**src/hw/rtl/rdp_pkg.sv**
```systemverilog
package rdp_pkg;

    localparam int CFG_INDEX_W = 3;
    localparam int CFG_DATA_W  = 12;
    localparam int STEP_CMP_W  = 5;
    localparam int QUEUE_DEPTH = 4;
    localparam int QPTR_W      = $clog2(QUEUE_DEPTH);

    localparam logic [CFG_INDEX_W-1:0] REG_FRAME_WIDTH   = 3'd0;
    localparam logic [CFG_INDEX_W-1:0] REG_FRAME_HEIGHT  = 3'd1;
    localparam logic [CFG_INDEX_W-1:0] REG_WINDOW_LEFT   = 3'd2;
    localparam logic [CFG_INDEX_W-1:0] REG_WINDOW_TOP    = 3'd3;
    localparam logic [CFG_INDEX_W-1:0] REG_STEP          = 3'd4;
    localparam logic [CFG_INDEX_W-1:0] REG_COLOR_ORDER   = 3'd5;
    localparam logic [CFG_INDEX_W-1:0] REG_SIGNED_OFFSET = 3'd6;

    localparam logic [11:0] RST_FRAME_WIDTH   = 12'd512;
    localparam logic [11:0] RST_FRAME_HEIGHT  = 12'd512;
    localparam logic [10:0] RST_WINDOW_LEFT   = 11'd4;
    localparam logic [10:0] RST_WINDOW_TOP    = 11'd4;
    localparam logic [3:0]  RST_STEP          = 4'd4;
    localparam logic        RST_COLOR_ORDER   = 1'b0;
    localparam logic        RST_SIGNED_OFFSET = 1'b1;

    localparam logic [23:0] OFFSET_MASK = 24'h808080;

    typedef struct packed {
        logic        clear;
        logic        keep;
        logic        frame_end;
        logic [23:0] trip;
    } cmd_t;

endpackage

```
**src/hw/rtl/rdp_front.sv**
```systemverilog
module rdp_front #(
    parameter int MAX_WIDTH = 2048,
    parameter int MAX_STEP  = 8
) (
    input  logic                           aclk,
    input  logic                           aresetn,
    input  logic                           s_valid,
    output logic                           s_ready,
    input  logic [15:0]                    s_pixel,
    input  logic                           s_frame_start,
    input  logic                           cfg_valid,
    output logic                           cfg_ready,
    input  logic [rdp_pkg::CFG_INDEX_W-1:0] cfg_index,
    input  logic [rdp_pkg::CFG_DATA_W-1:0]  cfg_data,
    output logic                           cmd_valid,
    output rdp_pkg::cmd_t                  cmd,
    input  logic                           cmd_ready
);

    localparam int CNT_W = $clog2(MAX_WIDTH);
    localparam int CMP_W = ($clog2(MAX_WIDTH) + 2 > 13) ? $clog2(MAX_WIDTH) + 2 : 13;
    localparam int PH_W  = (MAX_STEP > 1) ? $clog2(MAX_STEP) : 1;
    localparam int SC_W  = rdp_pkg::STEP_CMP_W;

    logic [11:0]      frame_width_reg;
    logic [11:0]      frame_height_reg;
    logic [10:0]      window_left_reg;
    logic [10:0]      window_top_reg;
    logic [3:0]       step_reg;
    logic             color_order_reg;
    logic             signed_offset_reg;

    logic [CNT_W-1:0] col_reg, col_next, row_reg, row_next;
    logic [PH_W-1:0]  cph_reg, cph_next, rph_reg, rph_next;

    logic [CNT_W-1:0] col_e, row_e;
    logic [PH_W-1:0]  cph_e, rph_e;
    logic [CMP_W-1:0] w_clamp, h_clamp;
    logic [SC_W-1:0]  st_clamp;
    logic             col_in, row_in, col_last, row_last, keep;
    logic [7:0]       red, green, blue;
    logic [23:0]      trip;
    logic             accept;

    function automatic logic [CMP_W-1:0] clamp_dim(input logic [11:0] v);
        logic [CMP_W-1:0] e;
        e = CMP_W'(v);
        if (e == '0) begin
            return CMP_W'(1);
        end else if (e > CMP_W'(MAX_WIDTH)) begin
            return CMP_W'(MAX_WIDTH);
        end
        return e;
    endfunction

    function automatic logic [PH_W-1:0] next_phase(input logic [PH_W-1:0] ph,
                                                  input logic [SC_W-1:0] lim);
        logic [SC_W-1:0] inc;
        inc = SC_W'(ph) + SC_W'(1);
        return (inc >= lim) ? '0 : PH_W'(inc);
    endfunction

    assign cfg_ready = 1'b1;
    assign s_ready   = cmd_ready;
    assign accept    = s_valid && s_ready;

    always_comb begin
        w_clamp = clamp_dim(frame_width_reg);
        h_clamp = clamp_dim(frame_height_reg);
        if (step_reg == '0) begin
            st_clamp = SC_W'(1);
        end else if (SC_W'(step_reg) > SC_W'(MAX_STEP)) begin
            st_clamp = SC_W'(MAX_STEP);
        end else begin
            st_clamp = SC_W'(step_reg);
        end

        col_e = s_frame_start ? '0 : col_reg;
        row_e = s_frame_start ? '0 : row_reg;
        cph_e = s_frame_start ? '0 : cph_reg;
        rph_e = s_frame_start ? '0 : rph_reg;

        col_in   = CMP_W'(col_e) >= CMP_W'(window_left_reg);
        row_in   = CMP_W'(row_e) >= CMP_W'(window_top_reg);
        col_last = CMP_W'(col_e) + CMP_W'(1) >= w_clamp;
        row_last = CMP_W'(row_e) + CMP_W'(1) >= h_clamp;
        keep     = row_in && (rph_e == '0) && col_in && (cph_e == '0);

        col_next = col_e;
        row_next = row_e;
        cph_next = cph_e;
        rph_next = rph_e;
        if (col_in) begin
            cph_next = next_phase(cph_e, st_clamp);
        end
        if (col_last) begin
            col_next = '0;
            cph_next = '0;
            if (row_in) begin
                rph_next = next_phase(rph_e, st_clamp);
            end
            if (row_last) begin
                row_next = '0;
                rph_next = '0;
            end else begin
                row_next = row_e + CNT_W'(1);
            end
        end else begin
            col_next = col_e + CNT_W'(1);
        end

        red   = {s_pixel[15:11], 3'b000};
        green = {s_pixel[10:5], 2'b00};
        blue  = {s_pixel[4:0], 3'b000};
        trip  = color_order_reg ? {red, green, blue} : {blue, green, red};
        if (signed_offset_reg) begin
            trip = trip ^ rdp_pkg::OFFSET_MASK;
        end

        cmd.clear     = s_frame_start;
        cmd.keep      = keep;
        cmd.frame_end = col_last && row_last;
        cmd.trip      = trip;
        cmd_valid     = s_valid && (keep || s_frame_start || (col_last && row_last));
    end

    always_ff @(posedge aclk) begin
        if (!aresetn) begin
            frame_width_reg   <= rdp_pkg::RST_FRAME_WIDTH;
            frame_height_reg  <= rdp_pkg::RST_FRAME_HEIGHT;
            window_left_reg   <= rdp_pkg::RST_WINDOW_LEFT;
            window_top_reg    <= rdp_pkg::RST_WINDOW_TOP;
            step_reg          <= rdp_pkg::RST_STEP;
            color_order_reg   <= rdp_pkg::RST_COLOR_ORDER;
            signed_offset_reg <= rdp_pkg::RST_SIGNED_OFFSET;
            col_reg           <= '0;
            row_reg           <= '0;
            cph_reg           <= '0;
            rph_reg           <= '0;
        end else begin
            if (cfg_valid && cfg_ready) begin
                unique case (cfg_index)
                    rdp_pkg::REG_FRAME_WIDTH:   frame_width_reg   <= cfg_data[11:0];
                    rdp_pkg::REG_FRAME_HEIGHT:  frame_height_reg  <= cfg_data[11:0];
                    rdp_pkg::REG_WINDOW_LEFT:   window_left_reg   <= cfg_data[10:0];
                    rdp_pkg::REG_WINDOW_TOP:    window_top_reg    <= cfg_data[10:0];
                    rdp_pkg::REG_STEP:          step_reg          <= cfg_data[3:0];
                    rdp_pkg::REG_COLOR_ORDER:   color_order_reg   <= cfg_data[0];
                    rdp_pkg::REG_SIGNED_OFFSET: signed_offset_reg <= cfg_data[0];
                    default: ;
                endcase
            end
            if (accept) begin
                col_reg <= col_next;
                row_reg <= row_next;
                cph_reg <= cph_next;
                rph_reg <= rph_next;
            end
        end
    end

endmodule

```
**src/hw/rtl/rdp_queue.sv**
```systemverilog
module rdp_queue (
    input  logic          aclk,
    input  logic          aresetn,
    input  logic          in_valid,
    output logic          in_ready,
    input  rdp_pkg::cmd_t in_data,
    output logic          out_valid,
    input  logic          out_ready,
    output rdp_pkg::cmd_t out_data
);

    localparam int DEPTH = rdp_pkg::QUEUE_DEPTH;
    localparam int PW    = rdp_pkg::QPTR_W;

    rdp_pkg::cmd_t  mem [DEPTH];
    logic [PW-1:0]  wr_ptr_reg, rd_ptr_reg;
    logic [PW:0]    count_reg;
    logic           push, pop;

    assign in_ready  = count_reg != (PW+1)'(DEPTH);
    assign out_valid = count_reg != '0;
    assign out_data  = mem[rd_ptr_reg];
    assign push      = in_valid && in_ready;
    assign pop       = out_valid && out_ready;

    always_ff @(posedge aclk) begin
        if (push) begin
            mem[wr_ptr_reg] <= in_data;
        end
    end

    always_ff @(posedge aclk) begin
        if (!aresetn) begin
            wr_ptr_reg <= '0;
            rd_ptr_reg <= '0;
            count_reg  <= '0;
        end else begin
            if (push) begin
                wr_ptr_reg <= wr_ptr_reg + PW'(1);
            end
            if (pop) begin
                rd_ptr_reg <= rd_ptr_reg + PW'(1);
            end
            if (push && !pop) begin
                count_reg <= count_reg + (PW+1)'(1);
            end else if (pop && !push) begin
                count_reg <= count_reg - (PW+1)'(1);
            end
        end
    end

endmodule

```
**src/hw/rtl/rdp_back.sv**
```systemverilog
module rdp_back (
    input  logic          aclk,
    input  logic          aresetn,
    input  logic          cmd_valid,
    output logic          cmd_ready,
    input  rdp_pkg::cmd_t cmd,
    output logic          m_valid,
    input  logic          m_ready,
    output logic [31:0]   m_packed_word,
    output logic          m_last
);

    logic [23:0] pend_bytes_reg, pend_bytes_next;
    logic [1:0]  pend_cnt_reg, pend_cnt_next;
    logic        out_valid_reg, out_valid_next;
    logic [31:0] out_word_reg, out_word_next;
    logic        out_last_reg, out_last_next;
    logic        aux_valid_reg, aux_valid_next;
    logic [31:0] aux_word_reg, aux_word_next;

    logic [23:0] pb;
    logic [1:0]  pc;
    logic [55:0] acc;
    logic        full, fire, out_free;
    logic [23:0] nb;
    logic [1:0]  nc;
    logic [31:0] flush_word;

    assign m_valid       = out_valid_reg;
    assign m_packed_word = out_word_reg;
    assign m_last        = out_last_reg;
    assign out_free      = !out_valid_reg || m_ready;
    assign cmd_ready     = out_free && !aux_valid_reg;
    assign fire          = cmd_valid && cmd_ready;

    always_comb begin
        pb = cmd.clear ? '0 : pend_bytes_reg;
        pc = cmd.clear ? '0 : pend_cnt_reg;
        case (pc)
            2'd0:    acc = {32'h0, cmd.trip};
            2'd1:    acc = {24'h0, cmd.trip, pb[7:0]};
            2'd2:    acc = {16'h0, cmd.trip, pb[15:0]};
            default: acc = {8'h0, cmd.trip, pb};
        endcase
        full = cmd.keep && (pc != 2'd0);
        if (cmd.keep) begin
            if (full) begin
                nb = acc[55:32];
                nc = pc - 2'd1;
            end else begin
                nb = acc[23:0];
                nc = 2'd3;
            end
        end else begin
            nb = pb;
            nc = pc;
        end
        flush_word = (nc == 2'd0) ? 32'h0 : {8'h0, nb};

        pend_bytes_next = pend_bytes_reg;
        pend_cnt_next   = pend_cnt_reg;
        out_valid_next  = out_valid_reg;
        out_word_next   = out_word_reg;
        out_last_next   = out_last_reg;
        aux_valid_next  = aux_valid_reg;
        aux_word_next   = aux_word_reg;

        if (out_free) begin
            out_valid_next = 1'b0;
            if (aux_valid_reg) begin
                out_valid_next = 1'b1;
                out_word_next  = aux_word_reg;
                out_last_next  = 1'b1;
                aux_valid_next = 1'b0;
            end else if (fire) begin
                out_valid_next = full || cmd.frame_end;
                out_word_next  = full ? acc[31:0] : flush_word;
                out_last_next  = cmd.frame_end && (!full || nc == 2'd0);
                aux_valid_next = full && cmd.frame_end && (nc != 2'd0);
                aux_word_next  = flush_word;
                pend_bytes_next = cmd.frame_end ? '0 : nb;
                pend_cnt_next   = cmd.frame_end ? '0 : nc;
            end
        end
    end

    always_ff @(posedge aclk) begin
        if (!aresetn) begin
            pend_bytes_reg <= '0;
            pend_cnt_reg   <= '0;
            out_valid_reg  <= 1'b0;
            aux_valid_reg  <= 1'b0;
        end else begin
            pend_bytes_reg <= pend_bytes_next;
            pend_cnt_reg   <= pend_cnt_next;
            out_valid_reg  <= out_valid_next;
            aux_valid_reg  <= aux_valid_next;
        end
    end

    always_ff @(posedge aclk) begin
        out_word_reg <= out_word_next;
        out_last_reg <= out_last_next;
        aux_word_reg <= aux_word_next;
    end

endmodule

```
**src/hw/rtl/rgb565_decimate_pack_rgb888_unit.sv**
```systemverilog
// An accepted pixel's command is queued, then registered into m_packed_word with m_valid.
// Throughput: one pixel per cycle while the command queue has room; the queue decouples
// pixel intake from the output register, which stalls only on m_ready.
// A frame end with a full word and a flush word parks the flush word and takes no command until it is sent.
// Reset (aresetn low, synchronous): registers return to defaults, counters,
// pending bytes, queue and output valid are cleared.
module rgb565_decimate_pack_rgb888_unit #(
    parameter int MAX_WIDTH = 2048,
    parameter int MAX_STEP  = 8
) (
    input  logic                            aclk,
    input  logic                            aresetn,
    input  logic                            s_valid,
    output logic                            s_ready,
    input  logic [15:0]                     s_pixel,
    input  logic                            s_frame_start,
    output logic                            m_valid,
    input  logic                            m_ready,
    output logic [31:0]                     m_packed_word,
    output logic                            m_last,
    input  logic                            cfg_valid,
    output logic                            cfg_ready,
    input  logic [rdp_pkg::CFG_INDEX_W-1:0] cfg_index,
    input  logic [rdp_pkg::CFG_DATA_W-1:0]  cfg_data
);

    logic          f_valid, f_ready;
    rdp_pkg::cmd_t f_cmd;
    logic          b_valid, b_ready;
    rdp_pkg::cmd_t b_cmd;

    rdp_front #(
        .MAX_WIDTH(MAX_WIDTH),
        .MAX_STEP (MAX_STEP)
    ) u_front (
        .aclk         (aclk),
        .aresetn      (aresetn),
        .s_valid      (s_valid),
        .s_ready      (s_ready),
        .s_pixel      (s_pixel),
        .s_frame_start(s_frame_start),
        .cfg_valid    (cfg_valid),
        .cfg_ready    (cfg_ready),
        .cfg_index    (cfg_index),
        .cfg_data     (cfg_data),
        .cmd_valid    (f_valid),
        .cmd          (f_cmd),
        .cmd_ready    (f_ready)
    );

    rdp_queue u_queue (
        .aclk     (aclk),
        .aresetn  (aresetn),
        .in_valid (f_valid),
        .in_ready (f_ready),
        .in_data  (f_cmd),
        .out_valid(b_valid),
        .out_ready(b_ready),
        .out_data (b_cmd)
    );

    rdp_back u_back (
        .aclk         (aclk),
        .aresetn      (aresetn),
        .cmd_valid    (b_valid),
        .cmd_ready    (b_ready),
        .cmd          (b_cmd),
        .m_valid      (m_valid),
        .m_ready      (m_ready),
        .m_packed_word(m_packed_word),
        .m_last       (m_last)
    );

endmodule

```
**config.mk**
```make
export PLATFORM = sky130hd
export DESIGN_NAME = rgb565_decimate_pack_rgb888_unit
export DESIGN_NICKNAME = d
export VERILOG_FILES = /design/src/hw/rtl/rdp_pkg.sv /design/src/hw/rtl/rdp_front.sv /design/src/hw/rtl/rdp_queue.sv /design/src/hw/rtl/rdp_back.sv /design/src/hw/rtl/rgb565_decimate_pack_rgb888_unit.sv
export SDC_FILE = /design/constraint.sdc
export NUM_CORES = 1
export LEC_CHECK = 0
export ABC_AREA = 1
export BUFFER_PORTS_ARGS = -buffer_cell sky130_fd_sc_hd__buf_2
export CAP_MARGIN = 10
export CORE_ASPECT_RATIO = 1.75
export CORE_MARGIN = 2
export CORE_UTILIZATION = 23
export DETAILED_ROUTE_END_ITERATION = 16
export PLACE_DENSITY = 0.46
export SYNTH_ARGS = -nofsm -noshare
export SYNTH_HDL_FRONTEND = slang
export SYNTH_SLANG_ARGS = --single-unit
```
**constraint.sdc**
```tcl
create_clock -name aclk -period 11.6 [get_ports aclk]
set_input_delay 1.16 -clock aclk [delete_from_list [all_inputs] [get_ports aclk]]
set_output_delay 1.16 -clock aclk [all_outputs]
set_load 0.01 [all_outputs]
```
==> results by group <==
Outcome
  – Outcome: complete, no violations

Timing
  – Clock skew: around 0.012 ns
  – Count of final setup violators: 0
  – Post-layout min period: 5.06 ns
  – Slew Viols, Final: 0
  – Relative slew slack: 25.3%
  – Hold Violations, Final: 0
  – Slew @ Worst Pin: 1.12 ns
  – Final worst slack: 6.54 ns
  – Setup TNS: 0 ns
  – Fmax: 198 MHz
  – Period utilization: a little over two fifths
  – Unrepaired setup endpoints after global routing: no

Logic synthesis
  – Prevailing post-synth register cell: edfxtp_1
  – Fraction of registers with async set/reset: 0%
  – Synthesized area per cell: 7.85 um2
  – Seq cells post-synth: 248
  – Count of flip-flops with a built-in enable after synthesis: 131
  – Register area share after synthesis: 47.0%
  – Syn. warnings: 0
  – Post-synthesis instance total: approximately 1,700
  – Cell variety after synth: 48
  – Syn Std Cell Area: 13,400 um2

Route
  – Met3 routed WL: 1.26 mm
  – Final ANT Viol Nets: 0
  – Drt total wl: 39.0 mm
  – Top Metal Used: met4
  – TritonRoute pass-1 iters: 5
  – DRT iter0 DRCs: 700
  – Metal-1 WL: 13.8 mm
  – DRC Markers: 0
  – WL met2: 21.9 mm
  – Vias per inst: approximately 4.4
  – WL per Instance: 15.4 um
  – Vias: 11,100

Critical path
  – CP max stage delay: 0.90 ns
  – CP required: approximately 12 ns
  – Crit path max fanout: 20
  – Crit path cell chain: buf_2 > inv_2 > nand2_1 > nor3_2 > nand3_1 > nor2_1 > nand3_1 > o21a_1 > ha_1 > nand3_1 > nor3_1 > nand2_1 > nand3_1 > buf_4 > nand2_1 > nand3_1 > nand2_1 > nor2_2
  – WP data arrival: 5.21 ns
  – CP startpoint kind: input pin
  – Crit. End Element: flip-flop
  – Worst path slowest cell: nor2_2
  – WS Path Type: input pin to flip-flop
  – Most Frequent Cell on Critical Path: nand3_1

Die
  – Initial Util: 23.3%
  – IO Count: 73
  – Row count: 116
  – Total core area: 57,300 um2
  – Die width: 186 um
  – Die area: about 60,000 um2
  – Die Ht: approximately 320 um

Power
  – Leakage Power: 6.55 nW
  – Pwr Density: 211 nW/um2
  – Peak supply drop: 0.000114 V

Clocking
  – Hold Buf Count CTS: 0
  – H-tree depth: 1
  – CTS Root Cell: clkbuf_16
  – CTS clk-pin slew, worst paths: 0.06 ns
  – CTS tree: done
  – Post-CTS resize count: 0
  – Max Buffers Root-to-Sink: 3
  – TritonCTS buffer count: 25
  – Clk_lat worst skew: 0.54 ns
  – Post-CTS Setup Bufs: 0
  – Clk sinks: 248

GRT
  – All-layer global routing usage: between 10% and 20%
  – Global-route wire length before repair: 60.8 mm
  – Initial antenna violation count: 0
  – Vias in the first global route: around 11,000
  – GRT overflow: 0
  – Largest net degree at the start of global routing: 60

Placement
  – Pre-CTS WS: 5.95 ns
  – Placed cells: 2,482
  – Cell area after placement: 14,400 um2
  – GPL Wtd Cong: 0.902
  – Post-DP HPWL: 30.0 mm
  – Port bufs: 69

Layout
  – Max FFs per register: 76
  – Final net count: roughly 1,800
  – Non-filler instance count after layout: 2,527
  – Design area: ~15,000 um2
  – Synth-to-Final Area Change: 13.3%
  – Most flops, register: u_queue.mem
  – Final core occ: 26.4%
  – ANT cells: 0
  – Layout cells sized above 1: 8.52%

Flow run
  – Max-cap viol count: 0

Worst hold path
  – Worst hold path type: flip-flop to flip-flop
[power by group]
group / internal, mW / total, mW / switching (mW)
registers: 1.16 / 1.22 / 0.0569
clock network: 0.412 / 0.752 / 0.340
logic: 0.318 / 1.22 / 0.905
total: 1.89 / 3.19 / 1.30
[path summary, 6_finish.rpt]
check	startpoint	endpoint	slack, ns	depth (start not counted)
setup / recovery	s_frame_start	u_queue.mem[3][20]	6.54	18
hold / removal	u_back.pend_bytes_reg[4]	u_back.pend_bytes_reg[4]	0.46	2
setup reg to reg	flip-flop	u_back.m_packed_word[2]	6.97	18
hold reg to reg	u_back.pend_bytes_reg[4]	u_back.pend_bytes_reg[4]	0.46	2
[cell type report]
| class | count | area [um2] |
|---|---|---|
| Timing Repair Buffer | 81 | 435 |
| Multi-Input combinational cell | 1184 | 5970 |
| Tap cell | 767 | 960 |
| Fill cell | 6214 | 42200 |
| Clock inverter | 6 | 28.8 |
| Clock buffer | 39 | 698 |
| Sequential cell | 248 | 6280 |
| Inverter | 202 | 761 |
[cell usage in the layout (no fill, tap or decap), types with 3 or more instances in the layout]
cell type  synthesis  layout
nand2_1          507     507
inv_1            194     193
nor2_1           152     149
edfxtp_1         131     131
a21oi_1          124     124
dfxtp_1          117     117
o21ai_0           98      98
nand3_1           84      84
ha_1              69      69
buf_2             15      69
clkbuf_16          0      25
nand4_1           23      23
xor2_1            14      14
a22oi_1           14      14
nor3_1            13      13
clkbuf_1          31      12
buf_4              9      12
o21ai_1           11      11
o211ai_1           8       8
nor2_2             5       8
inv_2              6       7
o22ai_1            7       7
a31oi_1            7       7
clkinv_2           0       5
nor4_1             4       4
nor2_4             4       4
o21bai_1           4       4
and2_1             3       3
nand3b_1           3       3
xnor2_1            3       3
nand3_2            3       3
nand2_4            3       3
nand2_2            3       3
conb_1             2       3
[synthesized netlist by cell type, types with 2 or more instances]
cell	n	share of area, %
clkbuf_1	31	0.87
nand3b_1	3	0.17
buf_2	15	0.56
nand2_2	3	0.14
nand2_4	3	0.25
o22ai_1	7	0.33
buf_4	9	0.51
o21ai_2	2	0.13
xnor2_1	3	0.20
nor2_4	4	0.34
conb_1	2	0.056
and2_1	3	0.14
a22oi_1	14	0.79
o21ai_0	98	3.7
nor2_2	5	0.23
nand3_2	3	0.22
nand3_1	84	3.1
nor3_1	13	0.49
o21bai_1	4	0.22
a21o_1	2	0.11
nor3_2	2	0.15
edfxtp_1	131	29
a31oi_1	7	0.33
xor2_1	14	0.92
o21ai_1	11	0.41
nand2_1	507	14
nor2_1	152	4.3
buf_1	5	0.14
inv_1	194	5.5
o211ai_1	8	0.45
inv_2	6	0.17
nand4_1	23	1.1
dfxtp_1	117	18
a21oi_1	124	4.6
ha_1	69	6.5
nor4_1	4	0.19
buf_6	7	0.59
[metrics by stage]
stage / hold slack (ns) / power (mW)
3_3_place_gp: 0.449 / 2.45
2_1_floorplan: 0.435 / 2.08
6_report: 0.465 / 3.19
4_1_cts: 0.466 / 3.24
3_5_place_dp: 0.456 / 2.47
5_1_grt: 0.477 / 3.42
[critical path, delay by kind of cell]
family | cells | cell delay (ns)
buf+inv | 3 | 0.78
compound gates | 1 | 0.23
simple gates | 13 | 2.71
fa+ha+maj | 1 | 0.29
[cells by family (layout without fill, tap and decap cells)]
family,Yosys count,count (layout),synth area share (%)
fa+ha+maj,70,70,6.62
xor+xnor,17,17,1.12
other cells,2,3,0.0563
flops,248,248,47.0
buf+inv,269,328,8.37
simple gates,813,813,25.5
compound gates,281,281,11.3
[routing by layer]
metal	global-route usage, %	vias up
li1	-	5641
met2	26.8	232
met4	6.93	0
met1	12.3	5117
met3	1.43	87
met5	0	-
Power figures use the tool's default switching activity.
